### config.mk
export PLATFORM = sky130hd
export DESIGN_NAME = graph_distance_sum
export DESIGN_NICKNAME = d
export VERILOG_FILES = /design/src/design/gds_pkg.sv /design/src/design/graph_distance_sum.sv /design/src/design/gds_ram.sv
export SDC_FILE = /design/constraint.sdc
export NUM_CORES = 2
export LEC_CHECK = 0
export BUFFER_PORTS_ARGS = -buffer_cell sky130_fd_sc_hd__buf_2
export CAP_MARGIN = 20
export CORE_ASPECT_RATIO = 1.4
export CORE_MARGIN = 2
export CORE_UTILIZATION = 45
export DETAILED_ROUTE_END_ITERATION = 7
export HOLD_SLACK_MARGIN = 0.05
export SETUP_SLACK_MARGIN = 0.05
export SLEW_MARGIN = 20
export SYNTH_ARGS = -nofsm -noshare
export SYNTH_HDL_FRONTEND = slang
export SYNTH_MEMORY_MAX_BITS = 65536
export SYNTH_SLANG_ARGS = --single-unit
### constraint.sdc
create_clock -name clk -period 15.3 [get_ports clk]
set_input_delay 1.53 -clock clk [delete_from_list [all_inputs] [get_ports clk]]
set_output_delay 1.53 -clock clk [all_outputs]
set_load 0.005 [all_outputs]
### src/design/gds_pkg.sv
// graph distance sum package: sizes, widths and controller state codes
// no dependencies; imported by the top level
`default_nettype none
package gds_pkg;
	localparam int MAX_NODES  = 64;
	localparam int MAX_DEGREE = 8;
	localparam int NODE_W     = $clog2(MAX_NODES);
	localparam int SLOT_W     = $clog2(MAX_DEGREE);
	localparam int ADJ_DEPTH  = MAX_NODES * MAX_DEGREE;
	localparam int ADJ_AW     = NODE_W + SLOT_W;
	localparam int ADJ_W      = NODE_W + 1;
	localparam int CNT_W      = NODE_W + 1;
	localparam int DIST_W     = 7;
	localparam int QUE_W      = NODE_W + DIST_W;
	localparam int SUM_W      = 18;
	localparam logic [SUM_W-1:0] SUM_MAX = '1;
	localparam logic [2:0] REG_NODE_COUNT = 3'd0;

	typedef enum logic [2:0] {
		ST_CLEAR,
		ST_IDLE,
		ST_SRC_INIT,
		ST_POP,
		ST_POP_WAIT,
		ST_NBR
	} gds_state_t;
endpackage
`default_nettype wire

### src/design/graph_distance_sum.sv
// graph distance sum top level: adjacency ram, breadth-first queue ram, controller
// depends on gds_pkg and gds_ram
// load word: accepted back to back while busy is low. compute word: per source, a
// queue read, then 8 slot reads from the adjacency ram port for each reached node.
// the sum is shown on distance_sum with done for one cycle; the receiver cannot stall.
// after reset all 512 adjacency ram entries are cleared with busy high.
`default_nettype none
module graph_distance_sum (
	input  wire logic                          clk,
	input  wire logic                          arst_n,
	input  wire logic                          start,
	output logic                               busy,
	input  wire logic                          mode,
	input  wire logic [gds_pkg::NODE_W-1:0]    node_index,
	input  wire logic [gds_pkg::SLOT_W-1:0]    slot_index,
	input  wire logic [gds_pkg::NODE_W-1:0]    neighbor_node,
	input  wire logic                          slot_present,
	output logic                               done,
	output logic      [gds_pkg::SUM_W-1:0]     distance_sum,
	input  wire logic                          psel,
	input  wire logic                          penable,
	input  wire logic                          pwrite,
	input  wire logic [2:0]                    paddr,
	input  wire logic [31:0]                   pwdata,
	output logic      [31:0]                   prdata,
	output logic                               pready
);
	import gds_pkg::*;

	gds_state_t state_q, state_d;

	logic [CNT_W-1:0]     node_count_q;
	logic [CNT_W-1:0]     n_eff;
	logic [ADJ_AW:0]      clr_q;
	logic [NODE_W-1:0]    src_q;
	logic [CNT_W-1:0]     head_q, tail_q;
	logic [MAX_NODES-1:0] reached_q;
	logic [NODE_W-1:0]    cur_node_q;
	logic [DIST_W-1:0]    cur_dist_q;
	logic [SLOT_W:0]      slot_q;
	logic                 rd_s1;
	logic [SUM_W-1:0]     sum_q;
	logic                 done_q;

	logic                 adj_we;
	logic [ADJ_AW-1:0]    adj_waddr, adj_raddr;
	logic [ADJ_W-1:0]     adj_wdata, adj_rdata;
	logic                 que_we;
	logic [NODE_W-1:0]    que_waddr;
	logic [QUE_W-1:0]     que_wdata, que_rdata;

	logic                 accept;
	logic                 cfg_wr;
	logic                 nb_take;
	logic [DIST_W-1:0]    nb_dist;
	logic [SUM_W:0]       sum_add;
	logic                 last_src;

	assign pready = 1'b1;
	assign cfg_wr = psel && penable && pwrite && (paddr == REG_NODE_COUNT);
	assign prdata = (paddr == REG_NODE_COUNT) ? {{(32-CNT_W){1'b0}}, node_count_q} : 32'd0;

	assign n_eff = (node_count_q > CNT_W'(MAX_NODES)) ? CNT_W'(MAX_NODES) : node_count_q;
	assign busy   = (state_q != ST_IDLE);
	assign accept = start && !busy;
	assign done   = done_q;
	assign distance_sum = sum_q;
	assign last_src = ({1'b0, src_q} == n_eff - CNT_W'(1));

	// neighbor returned from the adjacency ram in the cycle after its slot read
	assign nb_dist = cur_dist_q + DIST_W'(1);
	assign nb_take = rd_s1 && adj_rdata[ADJ_W-1] && ({1'b0, adj_rdata[NODE_W-1:0]} < n_eff)
		&& !reached_q[adj_rdata[NODE_W-1:0]];
	assign sum_add = {1'b0, sum_q} + (SUM_W+1)'(nb_dist);

	always_comb begin
		adj_we    = 1'b0;
		adj_waddr = {node_index, slot_index};
		adj_wdata = {slot_present, neighbor_node};
		if (state_q == ST_CLEAR) begin
			adj_we    = 1'b1;
			adj_waddr = clr_q[ADJ_AW-1:0];
			adj_wdata = '0;
		end else if (accept && !mode) begin
			adj_we = 1'b1;
		end
	end
	assign adj_raddr = {cur_node_q, slot_q[SLOT_W-1:0]};

	always_comb begin
		que_we    = 1'b0;
		que_waddr = tail_q[NODE_W-1:0];
		que_wdata = {adj_rdata[NODE_W-1:0], nb_dist};
		if (state_q == ST_SRC_INIT) begin
			que_we    = 1'b1;
			que_waddr = '0;
			que_wdata = {src_q, DIST_W'(0)};
		end else if (state_q == ST_NBR && nb_take) begin
			que_we = 1'b1;
		end
	end

	gds_ram #(.WIDTH(ADJ_W), .DEPTH(ADJ_DEPTH)) u_adj (
		.clk   (clk),
		.we    (adj_we),
		.waddr (adj_waddr),
		.wdata (adj_wdata),
		.raddr (adj_raddr),
		.rdata (adj_rdata)
	);

	gds_ram #(.WIDTH(QUE_W), .DEPTH(MAX_NODES)) u_que (
		.clk   (clk),
		.we    (que_we),
		.waddr (que_waddr),
		.wdata (que_wdata),
		.raddr (head_q[NODE_W-1:0]),
		.rdata (que_rdata)
	);

	always_comb begin
		state_d = state_q;
		case (state_q)
			ST_CLEAR: begin
				if (clr_q == (ADJ_AW+1)'(ADJ_DEPTH - 1)) state_d = ST_IDLE;
			end
			ST_IDLE: begin
				if (accept && mode && (n_eff != '0)) state_d = ST_SRC_INIT;
			end
			ST_SRC_INIT: state_d = ST_POP;
			ST_POP: begin
				if (head_q == tail_q) begin
					state_d = last_src ? ST_IDLE : ST_SRC_INIT;
				end else begin
					state_d = ST_POP_WAIT;
				end
			end
			ST_POP_WAIT: state_d = ST_NBR;
			ST_NBR: begin
				if (slot_q == (SLOT_W+1)'(MAX_DEGREE)) state_d = ST_POP;
			end
			default: state_d = ST_IDLE;
		endcase
	end

	always_ff @(posedge clk or negedge arst_n) begin
		if (!arst_n) begin
			state_q      <= ST_CLEAR;
			node_count_q <= CNT_W'(MAX_NODES);
			clr_q        <= '0;
			src_q        <= '0;
			head_q       <= '0;
			tail_q       <= '0;
			reached_q    <= '0;
			cur_node_q   <= '0;
			cur_dist_q   <= '0;
			slot_q       <= '0;
			rd_s1        <= 1'b0;
			sum_q        <= '0;
			done_q       <= 1'b0;
		end else begin
			state_q <= state_d;
			// zero-node compute ends at once, otherwise after the last source drains
			done_q  <= ((state_q == ST_IDLE) && accept && mode && (n_eff == '0))
				|| ((state_q == ST_POP) && (head_q == tail_q) && last_src);
			rd_s1   <= (state_q == ST_NBR) && (slot_q != (SLOT_W+1)'(MAX_DEGREE));
			if (cfg_wr) node_count_q <= pwdata[CNT_W-1:0];
			case (state_q)
				ST_CLEAR: clr_q <= clr_q + (ADJ_AW+1)'(1);
				ST_IDLE: begin
					if (accept && mode) begin
						sum_q <= '0;
						src_q <= '0;
					end
				end
				ST_SRC_INIT: begin
					reached_q <= MAX_NODES'(1) << src_q;
					head_q    <= '0;
					tail_q    <= CNT_W'(1);
				end
				ST_POP: begin
					if (head_q == tail_q) begin
						if (!last_src) src_q <= src_q + NODE_W'(1);
					end else begin
						head_q <= head_q + CNT_W'(1);
					end
				end
				ST_POP_WAIT: begin
					cur_node_q <= que_rdata[QUE_W-1:DIST_W];
					cur_dist_q <= que_rdata[DIST_W-1:0];
					slot_q     <= '0;
				end
				ST_NBR: begin
					if (slot_q != (SLOT_W+1)'(MAX_DEGREE)) begin
						slot_q <= slot_q + (SLOT_W+1)'(1);
					end
					if (nb_take) begin
						reached_q[adj_rdata[NODE_W-1:0]] <= 1'b1;
						tail_q <= tail_q + CNT_W'(1);
						sum_q  <= sum_add[SUM_W] ? SUM_MAX : sum_add[SUM_W-1:0];
					end
				end
				default: ;
			endcase
		end
	end
endmodule
`default_nettype wire

### src/design/gds_ram.sv
// generic simple dual-port ram: one write port, one read port, registered read
// no dependencies
`default_nettype none
module gds_ram #(
	parameter int WIDTH = 8,
	parameter int DEPTH = 64
) (
	input  wire logic                     clk,
	input  wire logic                     we,
	input  wire logic [$clog2(DEPTH)-1:0] waddr,
	input  wire logic [WIDTH-1:0]         wdata,
	input  wire logic [$clog2(DEPTH)-1:0] raddr,
	output logic      [WIDTH-1:0]         rdata
);
	logic [WIDTH-1:0] mem [DEPTH];

	always_ff @(posedge clk) begin
		if (we) begin
			mem[waddr] <= wdata;
		end
		rdata <= mem[raddr];
	end
endmodule
`default_nettype wire

==> impl_metrics.csv <==
group,metric,value,unit
routing,avgRoutedWirePerCell,32.1,µm
die,rows,275,
sta,slew_headroom,10.3,%
synth,syn_inst,9487,
routing,wl,489000,µm
global_route,grt-ovfl-total,0,
clocking,clk_latency,0.99,ns
clocking,cts_resized,0,
die,fp.coreArea,400000,µm²
die,die-area,407000,µm²
critical_path,worstPathMaxFanout,87,
synth,synth_top_cell_by_area,"edfxtp_1",
flow_run,drv_cap,0,
die,io_pins,111,
final_layout,num-nets-final,9681,
critical_path,crit_arrival,7.04,ns
synth,synthTopCellsByArea,"edfxtp_1 73%, mux4_2 11%, mux2i_1 4.0%, dfrtp_1 1.9%, nor2_1 1.5%",
clocking,clockBufferDepth,4,
synth,synth-seq-cells,4577,
global_route,antenna_found_initial,19,
routing,drt_iter0_markers,9952,
clocking,cts_tree,"yes",
final_layout,final_core_util,50.3,%
die,dieHeight,754,µm
critical_path,crit_path_start_kind,"flop",
sta,post-route-period-util,40.3,%
sta,hold_viol_final,0,
sta,rsz0062_at_grt,"false",
synth,synth_top_area_share,73.4,%
sta,maxSlewViolCount,0,
critical_path,critPathKind,"flop to flop",
pwr,power.total,35.7,mW
synth,yosysMostFrequentCell,"edfxtp_1",
synth,synth-edff-count,4416,
pwr,ir_worst_vdd,0.200,mV
placement,dpl.hpwl,290000,µm
outcome,status,"finished clean",
synth,synth_cell_types,80,
global_route,grt_usage,23.7,%
clocking,cts_setup_buffers,0,
sta,min_period,6.16,ns
critical_path,crit_path_end_kind,"flop",
routing,via_count,93948,
clocking,htreeDepth,5,
sta,tns,0,ns
placement,gp_congestion,0.876,
placement,portBuffers,59,
sta,fin_skew,0.0648,ns
global_route,grt_pass1_vias,95621,
global_route,grt_max_degree,220,
clocking,clk_pin_slew,0.06,ns
pwr,p_per_area,177,nW/µm²
routing,drtPass1Iterations,6,
die,start_util,45.1,%
routing,routed_via_density,6.17,
synth,async_flop_share,3.08,%
final_layout,area_growth_syn_to_layout,11.3,%
routing,antenna_left,0,
clocking,cts.sinks,4577,
synth,synth_ff_type,"edfxtp_1",
critical_path,reg2reg_slack,9.14,ns
global_route,grt_pass1_wl,698000,µm
clocking,ctsHoldBuffers,0,
sta,worstMarginPinSlew,1.34,ns
final_layout,drive_gt1_share,19.0,%
synth,ys_seq_area_share,75.6,%
sta,max_freq,162,MHz
routing,drcViolationCount,0,
pwr,leakagePower,62.7,nW
critical_path,required,16.18,ns
sta,setup_viol,0,
clocking,clock-root-buffer,"clkbuf_16",
synth,yosysWarnings,0,
min_path,hold_class,"flop to flop",
clocking,numCtsBuffers,419,
synth,avgSynthCellArea,19.0,µm²
synth,netlist_area,181000,µm²
die,die_x,540,µm
synth,yosys-top-cells-count,"4416 x edfxtp_1, 844 x mux4_2, 720 x nor2_1",
worst paths after layout:
path / startpoint / end / cells after the start
max in group asynchronous: arst_n / node_count_q[5] / 2
min in group asynchronous: arst_n / cur_dist_q[0] / 1
setup reg to reg: slot_q[0] / u_adj.rdata[2] / 11
hold reg to reg: u_que.rdata[5] / cur_dist_q[5] / 2
setup / recovery: slot_q[0] / u_adj.rdata[2] / 11
hold / removal: u_que.rdata[5] / cur_dist_q[5] / 2
state kept, by name, summed over array words and instances (netlist names), 10 cells and up:
register      cells
u_que.rdata      13
distance_sum     18
u_que.mem       832
clr_q            10
reached_q        64
u_adj.mem      3584
cells in the final DEF (no fill, tap or decap), types with 26 or more instances in the layout:
cell type  count
mux4_2       844
inv_1         27
conb_1        26
a21oi_1      253
clkinv_2      78
a31oi_1       62
o21ai_0      111
dfrtp_1      130
buf_4        224
nor2_2        30
o221ai_1     269
nor3_1       132
clkinv_1      89
nor2_1       687
edfxtp_1    4416
nand2_1      261
nand3_1       58
o21a_1        75
bufinv_16     45
clkbuf_16    421
mux2i_1      718
a211oi_1      33
o22ai_1      243
clkbuf_1      82
buf_2         58
area by class of cell:
class                      count  area, µm²
fill                       32067     199000
sequential                  4577     137000
multi-input combinational   4264      41900
clock buffer                 510      10900
tap                         5263       6590
clock inverter               257       2550
timing repair buffer         303       2370
inverter                      32        138
antenna                       16       40.0
critical path: stages, from the launching register on:
cell and delay, ns:
dfrtp_4 0.81, buf_4 0.68, buf_12 0.48, buf_4 0.69
mux2i_1 0.17, o221ai_1 0.46, nor3_1 0.24, nor3_1 0.37
o211ai_1 0.28, o221ai_1 0.77, o31ai_1 0.43, and4b_1 0.34
metrics by stage:
stage	hold WS (ns)	cells	setup slack [ns]	cell area (µm²)
2_1_floorplan	0.398	9511	5.01	181000
3_3_place_gp	0.418	14438	8.95	188000
3_5_place_dp	0.425	14438	8.91	188000
4_1_cts	0.437	15205	8.87	201000
5_1_grt	0.446	15209	8.96	201000
6_report	0.433	15222	9.14	201000
routing by layer:
layer,wire [µm],GRT usage [%],up-vias
met2,252000,41.2,4078
met5,325,0,-
li1,-,-,39143
met1,183000,29.7,49846
met4,20700,9.16,14
met3,34000,3.62,867
power by group:
part | internal, mW | total, mW | switching, mW
clock | 5.85 | 10.5 | 4.63
combinational | 3.42 | 9.96 | 6.55
sequential | 14.9 | 15.2 | 0.311
cell families after synthesis:
| kind of cell | after synthesis | share of synthesized area, % |
|---|---|---|
| AND/OR/NAND/NOR | 1374 | 3.27 |
| adder cells (fa/ha/maj) | 26 | 0.184 |
| XOR/XNOR | 39 | 0.189 |
| flip-flops | 4577 | 75.6 |
| buffers and inverters | 670 | 1.56 |
| other | 2 | 0.00416 |
| multiplexers | 1583 | 14.6 |
| AO/OA/AOI/OAI | 1216 | 4.59 |
No activity file was read; power rests on OpenSTA's default activity.
